**config.mk**
```make
export PLATFORM = sky130hd
export DESIGN_NAME = npi_control
export DESIGN_NICKNAME = d
export VERILOG_FILES = /design/src/design/npi_pkg.sv /design/src/design/npi_control.sv
export SDC_FILE = /design/constraint.sdc
export NUM_CORES = 1
export LEC_CHECK = 0
export CORE_MARGIN = 2
export CORE_UTILIZATION = 55
export CTS_BUF_LIST = sky130_fd_sc_hd__clkbuf_4 sky130_fd_sc_hd__clkbuf_8
export DETAILED_ROUTE_END_ITERATION = 8
export DONT_BUFFER_PORTS = 1
export GPL_ROUTABILITY_DRIVEN = 0
export GPL_TIMING_DRIVEN = 0
export HOLD_SLACK_MARGIN = 0.02
export PLACE_DENSITY_LB_ADDON = 0.1
export RECOVER_POWER = 25
export SLEW_MARGIN = 20
export SYNTH_ARGS = -nofsm -noshare
export SYNTH_HDL_FRONTEND = slang
export SYNTH_SLANG_ARGS = --single-unit
export TNS_END_PERCENT = 50
```
**constraint.sdc**
```tcl
create_clock -name aclk -period 23 [get_ports aclk]
set_clock_uncertainty 0.1 [all_clocks]
set_input_delay 6.9 -clock aclk [delete_from_list [all_inputs] [get_ports aclk]]
set_output_delay 6.9 -clock aclk [all_outputs]
set_load 0.005 [all_outputs]
```
**src/design/npi_pkg.sv**
```systemverilog
// Package for the Neville interpolator: shared command and status types, saturation helper.
// No dependencies.
package npi_pkg;
    typedef struct packed {
        logic start_div;   // launch divider with current operands
        logic load_ops;    // latch tableau operands at index
    } npi_cmd_t;

    typedef struct packed {
        logic div_done;
        logic div_zero;
    } npi_sts_t;

    function automatic logic signed [31:0] sat32(input logic signed [95:0] v);
        if (v > 96'sh7FFFFFFF) return 32'sh7FFFFFFF;
        if (v < -96'sh80000000) return -32'sh80000000;
        return v[31:0];
    endfunction
endpackage

```
**src/design/npi_control.sv**
```systemverilog
// Controller: load sequencing, nearest search, tableau sweep and result handshake.
// Uses npi_pkg; drives npi_datapath.
module npi_control import npi_pkg::*; #(
    parameter int Depth = 16,
    parameter int AW = 4
) (
    input  logic                aclk,
    input  logic                aresetn,
    input  logic                s_valid,
    output logic                s_ready,
    input  logic signed [31:0]  s_query_x,
    input  logic                s_last_point,
    output logic                m_valid,
    input  logic                m_ready,
    output logic signed [31:0]  m_interp_value,
    output logic signed [31:0]  m_error_estimate,
    output logic                m_duplicate_x,
    output logic                m_set_overflow,
    output logic                wr_sample,
    output logic [AW-1:0]       wr_addr,
    output logic                rd_en,
    output logic [AW-1:0]       rd_addr_a,
    output logic [AW-1:0]       rd_addr_b,
    output logic                cd_init,
    output logic [AW-1:0]       cd_addr,
    output logic                cd_wr,
    output logic signed [31:0]  qx,
    output npi_cmd_t            cmd,
    input  npi_sts_t            sts,
    input  logic signed [31:0]  xa_rd,
    input  logic signed [31:0]  ya_rd,
    input  logic signed [31:0]  c_rd,
    input  logic signed [31:0]  d_rd
);
    typedef enum logic [3:0] {
        ST_LOAD, ST_SRD, ST_SCAN, ST_YRD, ST_Y, ST_RD, ST_OPS, ST_DIV, ST_WAIT,
        ST_COL, ST_CRD, ST_ACC, ST_OUT
    } state_t;

    localparam int CW = AW + 1;

    state_t state_reg;
    logic [CW-1:0] n_reg, i_reg, m_reg, near_reg, ns_reg;
    logic          excess_reg, dup_reg, valid_reg;
    logic [32:0]   best_reg;
    logic signed [31:0] qx_reg, y_reg, dy_reg;
    logic [32:0]   diff;
    logic signed [32:0] sd;
    logic          use_c;
    logic signed [32:0] ysum;

    assign qx = qx_reg;
    assign s_ready = (state_reg == ST_LOAD) && !valid_reg;
    assign m_valid = valid_reg;
    assign m_interp_value = y_reg;
    assign m_error_estimate = dy_reg;
    assign m_duplicate_x = dup_reg;
    assign m_set_overflow = excess_reg;

    assign sd   = 33'(qx_reg) - 33'(xa_rd);
    assign diff = sd[32] ? 33'(-sd) : sd;
    assign use_c = ({ns_reg, 1'b0} < (n_reg - m_reg)) || (ns_reg == '0);
    assign ysum = 33'(y_reg) + 33'(use_c ? c_rd : d_rd);

    always_comb begin
        wr_sample = (state_reg == ST_LOAD) && s_valid && s_ready && (n_reg < CW'(Depth));
        wr_addr   = n_reg[AW-1:0];
        rd_en     = 1'b1;
        rd_addr_a = i_reg[AW-1:0];
        rd_addr_b = AW'(i_reg + m_reg);
        cd_init   = (state_reg == ST_SCAN);
        cd_addr   = AW'(i_reg - ((state_reg == ST_SCAN) ? CW'(1) : CW'(0)));
        cd_wr     = (state_reg == ST_COL);
        cmd.load_ops  = (state_reg == ST_OPS);
        cmd.start_div = (state_reg == ST_DIV) && !sts.div_zero;
        if (state_reg == ST_SRD || state_reg == ST_SCAN) begin
            rd_addr_a = i_reg[AW-1:0];
        end
        if (state_reg == ST_CRD) begin
            rd_addr_a = AW'(ns_reg - CW'(1));
            rd_addr_b = ns_reg[AW-1:0];
        end
        if (state_reg == ST_OPS) begin
            rd_addr_b = AW'(i_reg + CW'(1));
        end
        if (state_reg == ST_YRD) begin
            rd_addr_a = near_reg[AW-1:0];
        end
    end

    // ST_RD reads x[i], x[i+m]; ST_OPS latches ho, hp and reads c[i+1], d[i]
    always_ff @(posedge aclk) begin
        if (!aresetn) begin
            state_reg  <= ST_LOAD;
            n_reg      <= '0;
            excess_reg <= 1'b0;
            valid_reg  <= 1'b0;
            dup_reg    <= 1'b0;
        end else begin
            unique case (state_reg)
                ST_LOAD: begin
                    if (valid_reg) begin
                        if (m_ready) begin
                            valid_reg  <= 1'b0;
                            n_reg      <= '0;
                            excess_reg <= 1'b0;
                        end
                    end else if (s_valid) begin
                        if (n_reg < CW'(Depth)) n_reg <= n_reg + CW'(1);
                        else excess_reg <= 1'b1;
                        if (s_last_point) begin
                            qx_reg    <= s_query_x;
                            i_reg     <= '0;
                            best_reg  <= '1;
                            near_reg  <= '0;
                            dup_reg   <= 1'b0;
                            state_reg <= ST_SRD;
                        end
                    end
                end
                ST_SRD: begin
                    i_reg <= i_reg + CW'(1);
                    state_reg <= ST_SCAN;
                end
                ST_SCAN: begin
                    // data of index i_reg-1 is present
                    if (diff < best_reg || best_reg == '1) begin
                        best_reg <= diff;
                        near_reg <= i_reg - CW'(1);
                    end
                    if (i_reg == n_reg) state_reg <= ST_YRD;
                    else i_reg <= i_reg + CW'(1);
                end
                ST_YRD: state_reg <= ST_Y;
                ST_Y: begin
                    y_reg  <= ya_rd;
                    dy_reg <= '0;
                    ns_reg <= near_reg;
                    m_reg  <= CW'(1);
                    i_reg  <= '0;
                    state_reg <= (n_reg > CW'(1)) ? ST_RD : ST_OUT;
                end
                ST_RD:  state_reg <= ST_OPS;
                ST_OPS: state_reg <= ST_DIV;
                ST_DIV: begin
                    if (sts.div_zero) begin
                        dup_reg   <= 1'b1;
                        y_reg     <= '0;
                        dy_reg    <= '0;
                        state_reg <= ST_OUT;
                    end else begin
                        state_reg <= ST_WAIT;
                    end
                end
                ST_WAIT: if (sts.div_done) state_reg <= ST_COL;
                ST_COL: begin
                    if (i_reg + CW'(1) < n_reg - m_reg) begin
                        i_reg <= i_reg + CW'(1);
                        state_reg <= ST_RD;
                    end else begin
                        state_reg <= ST_CRD;
                    end
                end
                ST_CRD: state_reg <= ST_ACC;
                ST_ACC: begin
                    dy_reg <= use_c ? c_rd : d_rd;
                    y_reg  <= sat32(96'(ysum));
                    if (!use_c) ns_reg <= ns_reg - CW'(1);
                    if (m_reg + CW'(1) < n_reg) begin
                        m_reg <= m_reg + CW'(1);
                        i_reg <= '0;
                        state_reg <= ST_RD;
                    end else begin
                        state_reg <= ST_OUT;
                    end
                end
                ST_OUT: begin
                    valid_reg <= 1'b1;
                    state_reg <= ST_LOAD;
                end
                default: state_reg <= ST_LOAD;
            endcase
        end
    end
endmodule
```
==> results of run 1 <==
layout make-up:
class | count | area (um^2) | share of cell area
Buffer | 53 | 226.5 | 0.01590
Clock buffer | 17 | 234.0 | 0.01643
Clock inverter | 15 | 193.9 | 0.01362
Inverter | 107 | 401.6 | 0.02820
Multi-Input combinational cell | 1143 | 7963 | 0.5591
Sequential cell | 161 | 4715 | 0.3310
Tap cell | 319 | 399.1 | 0.02802
Timing Repair Buffer | 5 | 110.1 | 0.007731
report_power, final:
part	internal [W]	switching, W	leakage, nW	total [W]
sequential	0.000362	0.0000215	1.41	0.000383
clock	0.000111	0.000120	0.214	0.000230
combinational	0.000189	0.000290	4.19	0.000479
kinds of logic (layout without fill, tap and decap cells):
family,after synthesis,count (layout),synth area share
buffers and inverters,160,197,0.04735
DFF,161,161,0.3554
AOI/OAI and AO/OA,392,392,0.1903
other,1,1,0.0002827
adders and majority gates,133,133,0.1269
xor gates and xnor gates,96,96,0.06338
and+or+nand+nor,484,484,0.1854
muxes,37,37,0.03094
layer usage:
layer,vias to the layer above,wire length [um],track usage
li1,5379,-,-
met1,5097,14770,0.3351
met2,352,15790,0.4366
met3,46,2010,0.04923
met4,0,732,0.08430
met5,-,0,0
per-stage QoR:
step / total power, W / cell area, um^2 / std cells / setup WS [ns] / util
finish: 0.001092 / 14240 / 1820 / 8.664 / 0.6050
global route: 0.001170 / 14240 / 1820 / 8.623 / 0.6050
CTS: 0.001097 / 14240 / 1820 / 8.668 / 0.6050
detailed placement: 0.0008648 / 13810 / 1788 / 8.670 / 0.5868
global placement: 0.0008497 / 13670 / 1783 / 7.485 / 0.5805
floorplan: 0.0007461 / 13270 / 1464 / 8.780 / -
synth_stat cells (all sizes together) (5+ instances only):
cell and count:
a31oi 8, clkbuf 46, o211ai 14, nand4 24, or2 23, nand2 120
a2111oi 5, ha 125, mux2 32, o2111ai 5, o21a 23, nand3 35
xnor2 62, a22oi 5, nor4 10, or3 7, and3 15, a211oi 12
mux2i 5, a21oi 107, o21bai 5, nor2 103, dfxtp 12, nand2b 34
nor2b 21, xor2 34, o21ai 104, and2 46, o31ai 11, o41ai 11
inv 107, nor3 28, buf 7, o211a 5, edfxtp 149, a21o 43
worst reg2reg max path, delay by kind of cell (launching register included):
family,cells,cell delay (ns)
muxes,1,0.43
and+or+nand+nor,1,0.07
adders and majority gates,5,1.58
buffers and inverters,6,1.40
DFF,1,0.61
AOI/OAI and AO/OA,13,4.25
worst min path at each step:
stage / start / to / slack (ns) / cells past startpoint
5_1_grt: m_set_overflow$_SDFFE_PN0P_ / m_set_overflow$_SDFFE_PN0P_ / 0.44 / 2
3_3_place_gp: m_set_overflow$_SDFFE_PN0P_ / m_set_overflow$_SDFFE_PN0P_ / 0.38 / 2
4_1_cts: m_set_overflow$_SDFFE_PN0P_ / m_set_overflow$_SDFFE_PN0P_ / 0.40 / 2
6_report: m_set_overflow$_SDFFE_PN0P_ / m_set_overflow$_SDFFE_PN0P_ / 0.40 / 2
3_5_place_dp: m_set_overflow$_SDFFE_PN0P_ / m_set_overflow$_SDFFE_PN0P_ / 0.39 / 2
2_1_floorplan: m_set_overflow$_SDFFE_PN0P_ / m_set_overflow$_SDFFE_PN0P_ / 0.36 / 2
==> results.tsv, run 1 <==
metric	value	unit
layout cells sized above 1	0.05863	
Yosys top cell area share	0.3373	
worst endpoint data arrival time	7.34	ns
CTS tree	built	
R2R Setup Slk	14.31	ns
CP Cell Sequence	nand2_1 > nor3_1	
WL per Instance	18.29	um
max cap viols	0	
Layout Nets	1784	
VDD IR max	0.00003838	V
initial drt markers	734	
post-synth top area cell	edfxtp_1	
row count	56	
Remaining Overflow, GRT	0	
Setup crit end kind	output pin	
# Post-CTS Setup Buffers	0	
clk sinks	161	
slew margin rel.	0.3470	
IO Pins	289	
register area share after synthesis	0.3554	
initial antenna violation count	0	
Least-Margin Pin Slew	0.9759	ns
instance count on the critical path	2	
worst endpoint required time	16.00	ns
Via density	5.975	
most common cell after layout, fill and taps aside	edfxtp_1	
1st-pass router iterations	7	
worst stage delay on the critical path	0.39	ns
Clock Latency Late Sink	0.47	ns
Die Height	159.3	um
Port Buffers	0	
Post-DRT Antenna Nets	0	
Hold Crit Class	register to register	
post-synthesis instance total	1464	
area grow syn2layout	7.356	%
largest cells by area after synthesis	edfxtp_1 34%, ha_1 12%, xnor2_1 4.1%	
Buffers & Inverters on Critical Path	0	
Max Root-Sink Buffers	2	
CTS buffer count	17	
initial core utilization	0.5635	
Main synth FF type	edfxtp_1	
H-tree Lvls	4	
largest net degree at the start of global routing	28	
Ys Warns	0	
hpwl dp	26760	um
Detailed Route WL	33300	um
Crit Reg-Reg Endpoint	m_interp_value[8]$_DFFE_PP_	
max-slew violation count	0	
mapped cell area	13270	um^2
Final Cycle Share	0.6233	
RR Startpoint	n_reg[0]$_SDFFE_PN0P_	
PwrDens	76.70	nW/um^2
Post-synth ARST share	0	
startpoint type of the worst setup path	input pin	
first-pass GRT wire length	53220	um
Fillers	2125	
status	completed	
RSZ-0062 raised after global routing	false	
Die W	159.3	um
WHS	0.3992	ns
critical path class	input pin to output pin	
die area	25380	um^2
Crit Path Max Fanout	4	
Critical Path Start	s_valid	
Antenna Diode Count	0	
Worst-path clk slew	0.10	ns
Hold Vio Cnt, Final	0	
Yosys cell types	76	
Post-CTS Resized	0	
CTS root buf	clkbuf_8	
DR vias	10870	
leading cell types in the layout, fill and taps excluded	149 x edfxtp_1, 125 x ha_1, 120 x nand2_1	
CP top delay family	simple AND/OR/NAND/NOR gates	
Reg2Reg Depth	26	
GRT Resource Usage Total	0.2584	
fmax	0.06976	GHz
Setup TNS	0	ns
DRC violations left	0	
syn nets	1760	
CTS Hold Bufs	0	
static leakage	5.812	nW
crit path to	wr_sample	
vias in the first global route	10380	
final setup fails	0	
Period minus WS final	14.34	ns
Post-Syn Area per Cell	9.062	um^2
max reg flops	33	
Core ar.	23540	um^2
number of flops mapped to enable cells by yosys	149	
Worst path slowest cell	nor3_1	
FF+latch count, synth	161	
No activity file was read; power rests on OpenSTA's default activity.
==> inputs of run 2 (changes only) <==
Settings changed: ABC_AREA from default to 1.
Clock period 23 ns to 13.5 ns, I/O delays scaled along.
==> results.tsv, run 2 <==
metric	value	unit
register area share after synthesis	0.3197	
final core utilization	0.5957	
Total Power	0.002223	W
WHS	0.4246	ns
startpoint type of the worst setup path	input pin	
WL per Instance	17.53	um
DR vias	14570	
final setup fails	0	
Yosys cell types	57	
Clock Latency Late Sink	0.47	ns
Worst-path clk slew	0.09	ns
slew margin rel.	-0.008124	
Die Height	167.7	um
hold_sp	m_set_overflow$_SDFFE_PN0P_	
leading cell types in the layout, fill and taps excluded	719 x nand2_1, 391 x inv_1, 216 x nor2_1	
static leakage	8.020	nW
Main synth FF type	edfxtp_1	
status	finished, violations left	
Layout Nets	2529	
top cells by count, synth	719 x nand2_1, 391 x inv_1, 216 x nor2_1, 162 x nand3_1, 149 x edfxtp_1	
max cap viols	1	
violated checks	capacitance limit, slew limit	
Post-DRT Antenna Nets	0	
most common cell after layout, fill and taps aside	nand2_1	
H-tree Lvls	4	
PwrDens	142.4	nW/um^2
CTS root buf	clkbuf_8	
R2R Setup Slk	6.70	ns
IO Pins	289	
Crit Path Max Fanout	24	
Post-CTS Resized	0	
GRT Resource Usage Total	0.3185	
DRC violations left	0	
initial drt markers	1518	
count leader, synth	nand2_1	
number of flops mapped to enable cells by yosys	149	
post-synthesis instance total	2211	
row count	59	
Remaining Overflow, GRT	0	
Max Root-Sink Buffers	2	
1st-pass router iterations	7	
pre-CTS WS	4.386	ns
Least-Margin Pin Slew	1.512	ns
CTS buffer count	17	
mapped cell area	14750	um^2
initial antenna violation count	0	
CTS Hold Bufs	0	
clk sinks	161	
Hold Crit Class	register to register	
FF+latch count, synth	161	
Port Buffers	0	
largest cells by area after synthesis	edfxtp_1 30%, nand2_1 18%, ha_1 11%	
max-slew violation count	29	
Crit Reg-Reg Endpoint	m_interp_value[28]$_DFFE_PP_	
initial core utilization	0.5627	
Detailed Route WL	45270	um
Setup crit end kind	register	
vias in the first global route	13370	
area grow syn2layout	5.864	%
Setup TNS	0	ns
CTS tree	built	
hpwl dp	37220	um
die area	28140	um^2
Post-Syn Area per Cell	6.669	um^2
setup ws final	4.794	ns
Post-synth ARST share	0	
critical path class	input pin to register	
Via density	5.643	
VDD IR max	0.00007671	V
worst endpoint data arrival time	8.77	ns
Period minus WS final	8.706	ns
largest net degree at the start of global routing	54	
Final Cycle Share	0.6449	
hold path depth	2	
WHS Endpoint	m_set_overflow$_SDFFE_PN0P_	
fmax	0.1149	GHz
Yosys top cell area share	0.3034	
max reg flops	33	
Reg2Reg Depth	29	
# Post-CTS Setup Buffers	0	
Core ar.	26210	um^2
worst endpoint required time	13.57	ns
RSZ-0062 raised after global routing	false	
first-pass GRT wire length	69960	um
syn nets	2507	
Ys Warns	0	
Die W	167.7	um
layout cells sized above 1	0.03384	
RR Startpoint	n_reg[0]$_SDFFE_PN0P_	
Hold Vio Cnt, Final	0	
post-synth top area cell	edfxtp_1	
[run 2: cell types whose count changed in the layout (fill, tap and decap cells not counted), moves of 33 or more]
cell      previous run  this run
nand2_1            120       719
xnor2_1             62         8
nand3_1             35       162
and2_1              39         3
inv_1              107       391
a21o_1              43         4
nor2_1             101       216
nand2b_1            34         1
[run 2: per-layer routing]
metal	vias to the layer above	track usage	share of wire
met5	-	0	0
li1	7149	-	-
met1	6572	0.4349	0.44
met3	95	0.08154	0.10
met2	753	0.5012	0.43
met4	0	0.09225	0.029
[run 2: worst max path at each step]
| stage | start | end | cells past startpoint | slack [ns] |
|---|---|---|---|---|
| floorplan | xa_rd[0] | best_reg[0]$_SDFFCE_PN1P_ | 25 | 3.99 |
| global placement | xa_rd[0] | best_reg[9]$_SDFFCE_PN1P_ | 27 | 2.36 |
| detailed placement | xa_rd[0] | best_reg[9]$_SDFFCE_PN1P_ | 28 | 4.39 |
| CTS | xa_rd[0] | best_reg[11]$_SDFFCE_PN1P_ | 28 | 4.87 |
| global route | xa_rd[0] | best_reg[18]$_SDFFCE_PN1P_ | 28 | 4.46 |
| finish | xa_rd[0] | best_reg[14]$_SDFFCE_PN1P_ | 28 | 4.79 |
[run 2: cell families after synthesis]
kind of cell,after synthesis,synth area share
AOI/OAI and AO/OA,254,0.09538
DFF,161,0.3197
and+or+nand+nor,1203,0.3398
buffers and inverters,433,0.1146
xor gates and xnor gates,30,0.01884
other,1,0.0002543
adders and majority gates,129,0.1115
[run 2: metrics by stage]
stage | std cells | area, um^2
floorplan | 2211 | 14750
global placement | 2546 | 15160
detailed placement | 2549 | 15260
CTS | 2581 | 15630
global route | 2581 | 15610
finish | 2582 | 15610
[run 2: layout make-up]
type                    instances  area [um^2]
clock buffers                  17        234.0
diodes                          1        2.502
flip-flops and latches        161         4715
well taps                     335        419.2
plain buffers                  39        210.2
multi-input cells            1617         8357
fillers                      2508        10600
repair buffers                  3        58.81
clock inverters                15        132.6
inverters                     394         1481
[run 2: where the power goes]
group          total, W  leakage, nW  switching (W)  internal [W]
Clock          0.000356        0.186       0.000208      0.000148
Combinational   0.00119         6.43       0.000810      0.000382
Sequential     0.000675         1.41      0.0000473      0.000627
[run 2: worst max-delay path, cell delays in order]
cell and delay, ns:
ha_1 0.11, inv_1 0.05, fa_1 0.38, nand2_1 0.09, nand2_1 0.07, nand2_2 0.15, inv_1 0.08, nand2_1 0.08
nand2_2 0.08, nand2_1 0.10, nand2_1 0.07, nand3b_1 0.16, nand2_1 0.11, a21oi_2 0.15, xor2_1 0.36, buf_2 0.37
o21ai_0 0.14, o21ai_0 0.14, inv_1 0.09, ha_1 0.30, a21oi_1 0.15, o21ai_0 0.10, a21oi_1 0.13, nor2_1 0.06
o31ai_1 0.19, nand3_1 0.16, a31oi_4 0.59, buf_16 0.24
